## config.mk

```make
export PLATFORM = sky130hd
export DESIGN_NAME = grid_motion_chain_detect_core
export DESIGN_NICKNAME = d
export VERILOG_FILES = /design/src/design/gmcd_pkg.sv /design/src/design/gmcd_ram.sv /design/src/design/gmcd_gap.sv /design/src/design/grid_motion_chain_detect_core.sv
export VERILOG_INCLUDE_DIRS = /design/src /design/src/design
export SDC_FILE = /design/constraint.sdc
export NUM_CORES = 2
export LEC_CHECK = 0
export ABC_CLOCK_PERIOD_IN_PS = 5300
export BUFFER_PORTS_ARGS = -buffer_cell sky130_fd_sc_hd__clkbuf_2
export CORE_ASPECT_RATIO = 1.75
export CORE_MARGIN = 2
export CORE_UTILIZATION = 25
export CTS_CLUSTER_SIZE = 24
export DETAILED_ROUTE_END_ITERATION = 10
export PLACE_DENSITY_LB_ADDON = 0.12
export SLEW_MARGIN = 0
export SYNTH_ARGS = -nofsm -noshare
export SYNTH_HDL_FRONTEND = slang
export SYNTH_SLANG_ARGS = --single-unit
```

## constraint.sdc

```tcl
create_clock -name clk -period 5.3 [get_ports clk]
set_clock_uncertainty 0.15 [all_clocks]
set_input_delay 0.265 -clock clk [delete_from_list [all_inputs] [get_ports clk]]
set_output_delay 0.265 -clock clk [all_outputs]
set_load 0.01 [all_outputs]
```

## src/design/grid_motion_chain_detect_core_macros.svh

```systemverilog
// Assertion macros shared by the grid motion chain detector.
`ifndef GRID_MOTION_CHAIN_DETECT_CORE_MACROS_SVH
`define GRID_MOTION_CHAIN_DETECT_CORE_MACROS_SVH

// Same-cycle implication, disabled while reset is asserted.
`define GMCD_ASSERT_NOW(label, clk, rst_n, ante, cons, msg) \
	label: assert property (@(posedge clk) disable iff (!rst_n) (ante) |-> (cons)) \
		else $error(msg);

// Next-cycle implication, disabled while reset is asserted.
`define GMCD_ASSERT_NEXT(label, clk, rst_n, ante, cons, msg) \
	label: assert property (@(posedge clk) disable iff (!rst_n) (ante) |=> (cons)) \
		else $error(msg);

`endif

```

## src/design/gmcd_pkg.sv

```systemverilog
// Types, codes and a helper function of the grid motion chain detector.
package gmcd_pkg;

	localparam int FIELD_LIMIT = 8;

	localparam logic [1:0] CMD_WRITE = 2'd0;
	localparam logic [1:0] CMD_SCAN  = 2'd1;
	localparam logic [1:0] CMD_CLEAR = 2'd2;

	localparam logic [1:0] REG_ACTIVE_COLS = 2'd0;
	localparam logic [1:0] REG_ACTIVE_ROWS = 2'd1;
	localparam logic [1:0] REG_CHAIN_LEN   = 2'd2;
	localparam logic [1:0] REG_USEFUL_TIME = 2'd3;

	typedef struct packed {
		logic [1:0]  cmd;
		logic [2:0]  cell_row;
		logic [2:0]  cell_col;
		logic [31:0] stamp;
	} cmd_item_t;

	typedef struct packed {
		logic [2:0] row;
		logic [7:0] right_starts;
		logic [7:0] left_starts;
		logic       last;
	} row_result_t;

	// Outcome of one gap check: later-minus-earlier in range, or the reverse.
	typedef struct packed {
		logic fwd_ok;
		logic rev_ok;
	} gap_flags_t;

	typedef struct packed {
		logic [7:0] right;
		logic [7:0] left;
	} mask_pair_t;

	// Turns per-column link flags of one row into start-column masks.
	// newest[c]: cell c is valid and fired within range of the scan time.
	// rlink[c]:  cells c and c+1 valid and c+1 fired after c within range.
	// llink[c]:  cells c and c+1 valid and c fired after c+1 within range.
	function automatic mask_pair_t build_masks(input logic [7:0] newest,
			input logic [7:0] rlink, input logic [7:0] llink,
			input logic [3:0] len, input logic [3:0] cols);
		mask_pair_t res;
		logic [7:0] run;
		logic [7:0] rsh;
		logic [7:0] lsh;
		logic [7:0] nsh;
		logic       fit;
		res = '0;
		run = 8'((16'd1 << (len - 4'd1)) - 16'd1);
		for (int x = 0; x < FIELD_LIMIT; x++) begin
			fit = ({2'b0, 3'(x)} + {1'b0, len}) <= {1'b0, cols};
			rsh = rlink >> x;
			lsh = llink >> x;
			nsh = newest >> (5'(x) + {1'b0, len} - 5'd1);
			res.right[x] = fit && nsh[0] && ((rsh & run) == run);
			nsh = newest >> x;
			res.left[x] = fit && nsh[0] && ((lsh & run) == run);
		end
		return res;
	endfunction

endpackage

```

## src/design/gmcd_ram.sv

```systemverilog
// Generic single-port-write, single-port-read RAM with a registered read.
module gmcd_ram #(
	parameter int WIDTH = 32,
	parameter int DEPTH = 64
) (
	input  logic                     clk,
	input  logic                     we,
	input  logic [$clog2(DEPTH)-1:0] waddr,
	input  logic [WIDTH-1:0]         wdata,
	input  logic [$clog2(DEPTH)-1:0] raddr,
	output logic [WIDTH-1:0]         rdata
);

	logic [WIDTH-1:0] mem_q [DEPTH];

	always_ff @(posedge clk) begin
		if (we) begin
			mem_q[waddr] <= wdata;
		end
		rdata <= mem_q[raddr];
	end

endmodule

```

## src/design/gmcd_gap.sv

```systemverilog
// Shared gap checker: tests a time difference in either direction against the limit.
module gmcd_gap (
	input  logic [31:0]        later,
	input  logic [31:0]        earlier,
	input  logic [15:0]        limit,
	output gmcd_pkg::gap_flags_t flags
);

	logic [31:0] fwd_diff;
	logic [31:0] rev_diff;
	logic        is_after;
	logic        is_before;

	assign fwd_diff  = later - earlier;
	assign rev_diff  = earlier - later;
	assign is_after  = later > earlier;
	assign is_before = later < earlier;

	assign flags.fwd_ok = is_after && (fwd_diff <= {16'd0, limit});
	assign flags.rev_ok = is_before && (rev_diff <= {16'd0, limit});

endmodule

```

## src/design/grid_motion_chain_detect_core.sv

```systemverilog
// Top level of the grid motion chain detector: command decode, scan sequencer and cell store.
//
//  channel   handshake                 payload
//  --------  ------------------------  -----------------------------------------
//  command   start, busy               item   (cmd, cell_row, cell_col, stamp)
//  result    result_strobe             result (row, right_starts, left_starts, last)
//  config    cfg_we                    cfg_index, cfg_data
//
// A write or clear item completes while busy stays low. A scan item walks each
// active row column by column: column zero costs a RAM read and a check against
// the scan time, every further column adds a check against its left neighbour,
// all through the one shared gap checker, and one emit step closes the row.
// A row's result is on the ports in the cycle after its emit step; last marks the
// final row, whose result appears as busy falls.
// Reset clears the control registers and the valid bits at once; no clearing pass runs.
// The receiver cannot stall, so each result is shown for exactly one cycle.
module grid_motion_chain_detect_core #(
	parameter int MAX_COLS = 8,
	parameter int MAX_ROWS = 8
) (
	input  logic                   clk,
	input  logic                   arst_n,
	input  logic                   start,
	output logic                   busy,
	input  gmcd_pkg::cmd_item_t    item,
	output logic                   result_strobe,
	output gmcd_pkg::row_result_t  result,
	input  logic                   cfg_we,
	input  logic [1:0]             cfg_index,
	input  logic [15:0]            cfg_data
);

`include "grid_motion_chain_detect_core_macros.svh"

	// Only the first eight rows and columns can ever be written or reported,
	// so the store holds no more than that.
	localparam int COLS_ST = (MAX_COLS > gmcd_pkg::FIELD_LIMIT) ? gmcd_pkg::FIELD_LIMIT : MAX_COLS;
	localparam int ROWS_ST = (MAX_ROWS > gmcd_pkg::FIELD_LIMIT) ? gmcd_pkg::FIELD_LIMIT : MAX_ROWS;
	localparam int DEPTH   = ROWS_ST * COLS_ST;
	localparam int AW      = $clog2(DEPTH);

	typedef enum logic [4:0] {
		S_IDLE   = 5'b00001,
		S_READ   = 5'b00010,
		S_NEWEST = 5'b00100,
		S_PAIR   = 5'b01000,
		S_EMIT   = 5'b10000
	} state_t;

	state_t state_q;

	// Configuration registers.
	logic [3:0]  active_cols_q;
	logic [3:0]  active_rows_q;
	logic [3:0]  chain_len_q;
	logic [15:0] useful_time_q;

	// Effective grid size after saturation.
	logic [3:0] cols_eff;
	logic [3:0] rows_eff;
	logic [2:0] last_col;

	// Scan context and per-row link flags.
	logic [31:0] stamp_q;
	logic [2:0]  row_q;
	logic [2:0]  col_q;
	logic        valid_s1;
	logic [31:0] cur_time_q;
	logic        cur_valid_q;
	logic [31:0] prev_time_q;
	logic        prev_valid_q;
	logic [7:0]  newest_q;
	logic [7:0]  rlink_q;
	logic [7:0]  llink_q;

	logic [DEPTH-1:0] valid_q;

	logic        accept;
	logic        do_write;
	logic        do_clear;
	logic        do_scan;
	logic [6:0]  waddr_full;
	logic [6:0]  raddr_full;
	logic [AW-1:0] waddr;
	logic [AW-1:0] raddr;
	logic [31:0] rdata;

	logic [31:0]          gap_later;
	logic [31:0]          gap_earlier;
	gmcd_pkg::gap_flags_t gap_flags;
	gmcd_pkg::mask_pair_t masks;

	logic col_done;
	logic row_done;

	assign cols_eff = (active_cols_q > 4'(COLS_ST)) ? 4'(COLS_ST) : active_cols_q;
	assign rows_eff = (active_rows_q > 4'(ROWS_ST)) ? 4'(ROWS_ST) : active_rows_q;
	// With fewer than one active column the walk still visits column zero;
	// the masks come out empty because no chain fits.
	assign last_col = (cols_eff == 4'd0) ? 3'd0 : 3'(cols_eff - 4'd1);

	assign busy   = (state_q != S_IDLE);
	assign accept = start && !busy;

	assign do_write = accept && (item.cmd == gmcd_pkg::CMD_WRITE)
		&& ({1'b0, item.cell_row} < 4'(ROWS_ST)) && ({1'b0, item.cell_col} < 4'(COLS_ST));
	assign do_clear = accept && (item.cmd == gmcd_pkg::CMD_CLEAR);
	// A scan with chains disabled or no active rows produces nothing at all.
	assign do_scan  = accept && (item.cmd == gmcd_pkg::CMD_SCAN)
		&& (chain_len_q != 4'd0) && (rows_eff != 4'd0);

	assign waddr_full = 7'(item.cell_row) * 7'(COLS_ST) + 7'(item.cell_col);
	assign raddr_full = 7'(row_q) * 7'(COLS_ST) + 7'(col_q);
	assign waddr      = waddr_full[AW-1:0];
	assign raddr      = raddr_full[AW-1:0];

	gmcd_ram #(
		.WIDTH (32),
		.DEPTH (DEPTH)
	) u_time_ram (
		.clk   (clk),
		.we    (do_write),
		.waddr (waddr),
		.wdata (item.stamp),
		.raddr (raddr),
		.rdata (rdata)
	);

	// The gap checker compares a cell against the scan time in the newest
	// step, and a cell against its left neighbour in the pair step.
	always_comb begin
		if (state_q == S_PAIR) begin
			gap_later   = cur_time_q;
			gap_earlier = prev_time_q;
		end else begin
			gap_later   = stamp_q;
			gap_earlier = rdata;
		end
	end

	gmcd_gap u_gap (
		.later   (gap_later),
		.earlier (gap_earlier),
		.limit   (useful_time_q),
		.flags   (gap_flags)
	);

	assign masks    = gmcd_pkg::build_masks(newest_q, rlink_q, llink_q, chain_len_q, cols_eff);
	assign col_done = (col_q == last_col);
	assign row_done = ({1'b0, row_q} == (rows_eff - 4'd1));

	// Configuration writes.
	always_ff @(posedge clk or negedge arst_n) begin
		if (!arst_n) begin
			active_cols_q <= 4'd8;
			active_rows_q <= 4'd8;
			chain_len_q   <= 4'd3;
			useful_time_q <= 16'd500;
		end else if (cfg_we) begin
			case (cfg_index)
				gmcd_pkg::REG_ACTIVE_COLS: active_cols_q <= cfg_data[3:0];
				gmcd_pkg::REG_ACTIVE_ROWS: active_rows_q <= cfg_data[3:0];
				gmcd_pkg::REG_CHAIN_LEN:   chain_len_q   <= cfg_data[3:0];
				gmcd_pkg::REG_USEFUL_TIME: useful_time_q <= cfg_data;
				default: begin
				end
			endcase
		end
	end

	// Valid bits: a clear wipes them all at once; stored times stay.
	always_ff @(posedge clk or negedge arst_n) begin
		if (!arst_n) begin
			valid_q <= '0;
		end else if (do_clear) begin
			valid_q <= '0;
		end else if (do_write) begin
			valid_q[waddr] <= 1'b1;
		end
	end

	// Scan sequencer.
	always_ff @(posedge clk or negedge arst_n) begin
		if (!arst_n) begin
			state_q       <= S_IDLE;
			row_q         <= 3'd0;
			col_q         <= 3'd0;
			result_strobe <= 1'b0;
		end else begin
			result_strobe <= 1'b0;
			case (state_q)
				S_IDLE: begin
					if (do_scan) begin
						row_q   <= 3'd0;
						col_q   <= 3'd0;
						state_q <= S_READ;
					end
				end
				S_READ: begin
					state_q <= S_NEWEST;
				end
				S_NEWEST: begin
					if (col_q != 3'd0) begin
						state_q <= S_PAIR;
					end else if (col_done) begin
						state_q <= S_EMIT;
					end else begin
						col_q   <= col_q + 3'd1;
						state_q <= S_READ;
					end
				end
				S_PAIR: begin
					if (col_done) begin
						state_q <= S_EMIT;
					end else begin
						col_q   <= col_q + 3'd1;
						state_q <= S_READ;
					end
				end
				S_EMIT: begin
					result_strobe <= 1'b1;
					col_q         <= 3'd0;
					if (row_done) begin
						state_q <= S_IDLE;
					end else begin
						row_q   <= row_q + 3'd1;
						state_q <= S_READ;
					end
				end
				default: begin
					state_q <= S_IDLE;
				end
			endcase
		end
	end

	// Scan datapath; payload registers carry no reset.
	always_ff @(posedge clk) begin
		if (do_scan) begin
			stamp_q <= item.stamp;
		end
		if (state_q == S_READ) begin
			valid_s1 <= valid_q[raddr];
		end
		if (state_q == S_NEWEST) begin
			newest_q[col_q] <= valid_s1 && gap_flags.fwd_ok;
			cur_time_q      <= rdata;
			cur_valid_q     <= valid_s1;
			if (col_q == 3'd0) begin
				prev_time_q  <= rdata;
				prev_valid_q <= valid_s1;
			end
		end
		if (state_q == S_PAIR) begin
			rlink_q[col_q - 3'd1] <= cur_valid_q && prev_valid_q && gap_flags.fwd_ok;
			llink_q[col_q - 3'd1] <= cur_valid_q && prev_valid_q && gap_flags.rev_ok;
			prev_time_q           <= cur_time_q;
			prev_valid_q          <= cur_valid_q;
		end
		if (state_q == S_EMIT) begin
			result.row          <= row_q;
			result.right_starts <= masks.right;
			result.left_starts  <= masks.left;
			result.last         <= row_done;
		end
	end

	// The final row result of a scan leaves as the sequencer falls idle.
	`GMCD_ASSERT_NOW(a_last_idle, clk, arst_n, result_strobe && result.last, !busy,
		"last result while the sequencer is still busy")

	// A scan that has work to do always engages the sequencer.
	`GMCD_ASSERT_NEXT(a_scan_engages, clk, arst_n, do_scan, busy,
		"accepted scan did not start the sequencer")

	// Writes and clears complete without raising busy or a result strobe.
	`GMCD_ASSERT_NEXT(a_single_cycle, clk, arst_n, accept && (item.cmd != gmcd_pkg::CMD_SCAN),
		!busy && !result_strobe, "write or clear item kept the block busy")

	// Reported rows stay within the active row count.
	`GMCD_ASSERT_NOW(a_row_range, clk, arst_n, result_strobe,
		{1'b0, result.row} < rows_eff, "result row beyond the active rows")

endmodule

```

======== Word level (Yosys, flattened, before mapping) ========
Memories as Yosys holds them, arrays and structs flattened. A register that Yosys moved wholly into a read port is not among the register bits.
Index checks and enable logic that the tools add are counted.
storage, ports and cells
  register bits ........................... 247
  bits in latches ......................... 0
  memory bits (writable) .................. 2,048
  memory bits (read-only) ................. 0
  input bits .............................. 62
  output and inout bits ................... 22
  word-level logic and storage cells ...... 233
  memories kept ........................... 1
memory list
  memory            words  bits a word  read ports  clocked after Yosys merged registers in  write ports  line            source
  u_time_ram.mem_q  64     32           1           1                                        1            gmcd_ram.sv:14  logic [WIDTH-1:0] mem_q [DEPTH];
operators by class
  $add $sub $neg .......................... 26
  multiply operators ...................... 0
  div/mod/pow operators ................... 0
  magnitude comparators ................... 21
  equal/unequal tests ..................... 32
  shift-type cells ........................ 9
  mux-type cells .......................... 38
  bitwise logic cells ..................... 17
  reductions and logical operators ........ 67
operators by type and width
  kind                                               number
  2-to-1 mux 32 bit                                  5
  == test 8 bit                                      16
  2-to-1 mux 64 bit                                  2
  <= comparator 32 x 16 -> 1 bit                     2
  OR 64 bit                                          1
  right shift 8 x 5 -> 1 bit                         8
  subtractor 32 bit                                  2
  logical AND 1 bit                                  47
  <= comparator 5 x 4 -> 1 bit                       7
  subtractor 5 x 1 -> 5 bit (second input constant)  7
  > comparator 32 bit                                1
  less-than comparator 32 bit                        1
  case mux 5 bit (5 select lines)                    1
  bitwise mux 8 bit                                  3
  adder 3 x 4 -> 5 bit (first input constant)        4
  bitwise AND 1 x 8 -> 8 bit                         2
  bitwise AND 2 x 8 -> 8 bit                         2
  bitwise AND 3 x 8 -> 8 bit                         2
  bitwise AND 4 x 8 -> 8 bit                         2
  bitwise AND 5 x 8 -> 8 bit                         2
  bitwise AND 6 x 8 -> 8 bit                         2
  bitwise AND 7 x 8 -> 8 bit                         2
  bitwise AND 8 bit                                  2
  2-to-1 mux 3 bit                                   5
  44 further kinds                                   82

======== Depth between registers and ports, before layout ========
  depth in word-level cells ............... 8
  gate-level depth with buffers ........... 26
  mapped depth without buffers ............ 24

======== Hierarchy ========
A second synthesis with hierarchy kept.
unflattened totals
  cells, all modules ...................... 5,158
  area, all modules ....................... 95,719.3 um^2
by module, submodules not included
  module                         times used  cells an instance  area an instance (um^2)  sequential area each (um^2)
  gmcd_ram                       1           3,324              78,515.3                 62,139.6
  grid_motion_chain_detect_core  1           1,192              12,704.7                 6,910.4
  gmcd_gap                       1           642                4,499.3                  0.0

======== Worst setup path after synthesis ========
No wires, ideal clock.
  path type ............................... reg-to-reg
  start point ............................. reg state_q[1]
  end point ............................... reg llink_q[0] (data pin)
  setup time .............................. 0.297 ns
  arrival time ............................ 5.234 ns
  data required time ...................... 4.853 ns
  path slack .............................. -0.380 ns
  cell stages (with the launch flop) ...... 24
  path buffers ............................ 4
  period minus slack after synthesis ...... 5.680 ns
  cell sequence ........................... dfrtp_1 nor3_1 and3b_1 clkbuf_1 clkbuf_1 buf_1 nand2_1 nand2_1 ha_1 clkbuf_1 and4b_1 a2111oi_0 o21bai_1 a21oi_1 xnor2_1 ha_1 nand4_1 nor4_1 nor3_1 nor4_1 nand4b_1 nor4_1 nand4_1 nor4_1
between the ends
  cells in the longest elaborated chain, start to end .. 7
  elaborated cells between the ends (all ways) .. 9
  those cells by class .................... add/sub (1); order compare (2); eq/ne (1); mux (3); reduce/logical (2)
ends and longest elaborated chain
  item                             line                                  source
  from (decl)                      grid_motion_chain_detect_core.sv:50   state_t state_q;
  from (signal assigned)           grid_motion_chain_detect_core.sv:185  state_q <= S_IDLE;
  from (signal assigned)           grid_motion_chain_detect_core.sv:196  state_q <= S_READ;
  from (signal assigned)           grid_motion_chain_detect_core.sv:200  state_q <= S_NEWEST;
  == test 5 x 4 -> 1 bit *         grid_motion_chain_detect_core.sv:132  if (state_q == S_PAIR) begin
  2-to-1 mux 32 bit                grid_motion_chain_detect_core.sv:132
  subtractor 32 bit                gmcd_gap.sv:15                        assign rev_diff = earlier - later;
  <= comparator 32 x 16 -> 1 bit   gmcd_gap.sv:20                        assign flags.rev_ok = is_before && (rev_diff <= {16'd0, limit});
  logical AND 1 bit *              gmcd_gap.sv:20
  logical AND 1 bit *              grid_motion_chain_detect_core.sv:256  llink_q[col_q - 3'd1] <= cur_valid_q && prev_valid_q && gap_flags.rev_ok;
  bitwise mux 8 bit *              grid_motion_chain_detect_core.sv:256
  to (signal, indexed assignment)  grid_motion_chain_detect_core.sv:256
  to (decl)                        grid_motion_chain_detect_core.sv:74   logic [7:0] llink_q;
Mark *: on every way between the ends. The rest lies on a longest branch, timed or not.
A chain may end at the register's enable or synchronous reset.

======== Worst setup path after layout ========
  start point ............................. reg state_q[1]
  end point ............................... reg llink_q[3] (data pin)
The elaborated chain is that of the path after synthesis.

==> impl_metrics.tcl <==
set metrics [dict create \
    wl_um 340000 \
    cp-end-kind "register" \
    cts_buffers 224 \
    wl_per_cell_um 30.3 \
    final_common_cell "edfxtp_1" \
    drc 0 \
    io_pins 84 \
    syn_area_um2 95800 \
    switching_share 0.330 \
    slew_violations 0 \
    place_congestion 0.822 \
    criticalPathCategory "reg -> reg" \
    antenna_found_initial 18 \
    grt_max_degree 78 \
    holdWs_ps 77.8 \
    min_period_ps 5420 \
    rsz0062_at_grt "true" \
    ys_seq_area_frac 0.720 \
    clk_latency_ps 930 \
    die_w_um 472 \
    violations "setup timing" \
    power.share.clock 0.302 \
    fin_nets 6256 \
    vias 53000 \
    io_buffers 83 \
    max_freq_ghz 0.185 \
    synthCells 5450 \
    num_rows 300 \
    area_growth_pct 20.5 \
    max_slew_margin 0.185 \
    grtUsageTotal 0.172 \
    place_area_um2 107000 \
    synth-warning-count 0 \
    drt_first_pass_iters 8 \
    fill_cells 37500 \
    switching_power_mw 17.8 \
    synth_area_leaders "edfxtp_1, mux4_2, dfrtp_1" \
    gr-total-overflow 0 \
    synth-edff-count 2191 \
    synth_ff_type "edfxtp_1" \
    cp-start-kind "register" \
    p_leak_nw 37.4 \
    setup-tns-final_ps -2450 \
    critPathSlowestCell "dfrtp_1" \
    cts_sinks 2327 \
    hp-start "item[35]" \
    layout_common_cells "edfxtp_1, mux4_2, buf_4" \
    startpoint "state_q[1]" \
    design_area_um2 116000 \
    p_int_mw 36.0 \
    setup_slack_ps -115 \
    ys_async_sr_fraction 0.0447 \
    start_util 0.251 \
    hold_viol_final 0 \
    maxCapViolations 0 \
    ir_drop_mv 0.335 \
    arrival_ps 6050 \
    status "finished, violations left" \
    core_um2 381000 \
    detail-route-antenna-nets 0 \
    worst_pin_slew_ps 1220 \
    die_h_um 823 \
    critPathTopFamily "simple AND/OR/NAND/NOR gates" \
    cp_common_cell "buf_4" \
    combPwrFrac 0.310 \
    drtIter0Drc 3943 \
    drive_above_1_share 0.264 \
    cts.reportedPaths.clkPinSlew_ps 70 \
    rrSetupSlack_ps -120 \
    crit_buf_inv 5 \
    yosysTopAreaCell "edfxtp_1" \
    cts_tree "yes" \
    share_seq_of_total_power 0.388 \
    p_per_area_nw_per_um2 466 \
    cts_buffer_depth 4 \
    syn_avg_cell_area_um2 17.6 \
    ys_ff_latch 2327 \
    crit_required_ps 5940 \
    worst-path-max-fanout 8 \
    cts_root_buf "clkbuf_16" \
    slowest_delay_ps 410 \
    die-area_um2 389000 \
    synth_top_area_frac 0.686 \
    utilization 0.303 \
    dp_hpwl_um 213000 \
    via_per_inst 4.73 \
    hp-class "in -> reg" \
    htreeDepth 4 \
    grt_pass1_vias 56700 \
    grt_first_pass_wirelength_um 471000 \
    worstReg2RegStart "state_q[1]" \
    finalSetupViolCount 24 \
    synth_nets 5656 \
    timing.final.crit_share 1.02 \
    ys_types 92 \
]
## cell usage after synthesis (55+ instances only)
library cell	instances
inv_1	118
ha_1	141
buf_1	55
buf_2	83
o21a_1	78
mux2i_1	183
and2_1	62
edfxtp_1	2191
a221oi_1	67
a211oi_1	79
o21ai_0	105
dfrtp_1	93
nand2_1	380
clkbuf_1	150
nor2_1	339
mux4_2	475
a21oi_1	273
## through the flow
step	total power [mW]	std cells	setup WS (ps)
detailed placement	37.8	10700	-1120
CTS	54.6	11200	-65.9
global route	56.0	11200	-291
floorplan	30.1	5450	42.0
global placement	37.8	10700	-1080
finish	53.8	11200	-115
## worst register-to-register path, cell delays in order (launching register included)
cell and delay, ps:
dfrtp_1 410, nor3_4 230, nand3b_1 150, buf_6 170, buf_12 140, nand2_1 90
nand2_2 90, ha_4 170, fa_2 330, and4b_1 310, a211oi_2 50, o21a_1 220
o21ai_1 140, buf_4 150, a211oi_2 80, xnor2_1 270, ha_1 280, nand4_1 200
buf_4 160, a2111oi_2 40, nor3_2 230, o221a_2 210, nand4b_1 140, nor4_4 230
nand4_1 260, nor4_4 190, buf_4 180
## routing by layer
layer,share of wire,global-route usage,wire length [um],up-vias
met5,0,0,0,-
met4,0.029,0.0476,9720,0
met3,0.028,0.0158,9610,393
met2,0.56,0.334,190000,971
met1,0.39,0.197,131000,28800
li1,-,-,-,22900
## area by class of cell
class / count / area, um2 / area share
sequential: 2327 / 69100 / 0.598
timing repair buffer: 668 / 6390 / 0.0553
clock inverter: 119 / 1110 / 0.00964
tap: 4983 / 6230 / 0.0540
inverter: 122 / 478 / 0.00414
clock buffer: 286 / 6030 / 0.0522
multi-input combinational: 2707 / 26200 / 0.227
antenna: 7 / 17.5 / 0.000152
## flip-flops by register name, summed over array words and instances, names as in the netlist, 16 cells and up
register and count:
u_time_ram.mem_q 2048, valid_q 64, cur_time_q 32, prev_time_q 32
stamp_q 32, u_time_ram.rdata 32, result 20, useful_time_q 16
## power groups by stage
stage	Sequential, mW	Combinational (mW)	Clock, mW
CTS	20.9	17.0	16.7
finish	20.9	16.7	16.2
detailed placement	21.3	16.5	0
global route	20.9	17.8	17.3
floorplan	21.0	9.09	0
global placement	21.3	16.5	0
## logic make-up after synthesis
group | count (synthesis) | share of synthesized area
DFF | 2327 | 0.720
and+or+nand+nor | 996 | 0.0466
AOI/OAI and AO/OA | 800 | 0.0542
muxes | 700 | 0.136
buffers and inverters | 416 | 0.0177
adders and majority gates | 144 | 0.0190
xor gates and xnor gates | 67 | 0.00632
## final timing paths
| kind | depth (start not counted) | to |
|---|---|---|
| worst max register to register | 26 | llink_q[3] |
| worst min register to register | 0 | cur_time_q[31] |
| min in group asynchronous | 3 | chain_len_q[0] |
| worst min-delay path | 4 | u_time_ram.mem_q[16][17] |
| max in group asynchronous | 4 | valid_q[26] |
| worst max-delay path | 26 | llink_q[3] |
## timing repair
| action | in CTS | in global routing |
|---|---|---|
| setup buffers | 18 | 4 |
| gates resized for setup | 119 | 16 |
| setup endpoints to repair | 24 | 24 |
| hold buffers | 74 | 0 |
| pin swaps | 53 | 4 |
| gates cloned | 1 | 1 |
| hold endpoints to repair | 2173 | 0 |
No activity file was read; power rests on OpenSTA's default activity.
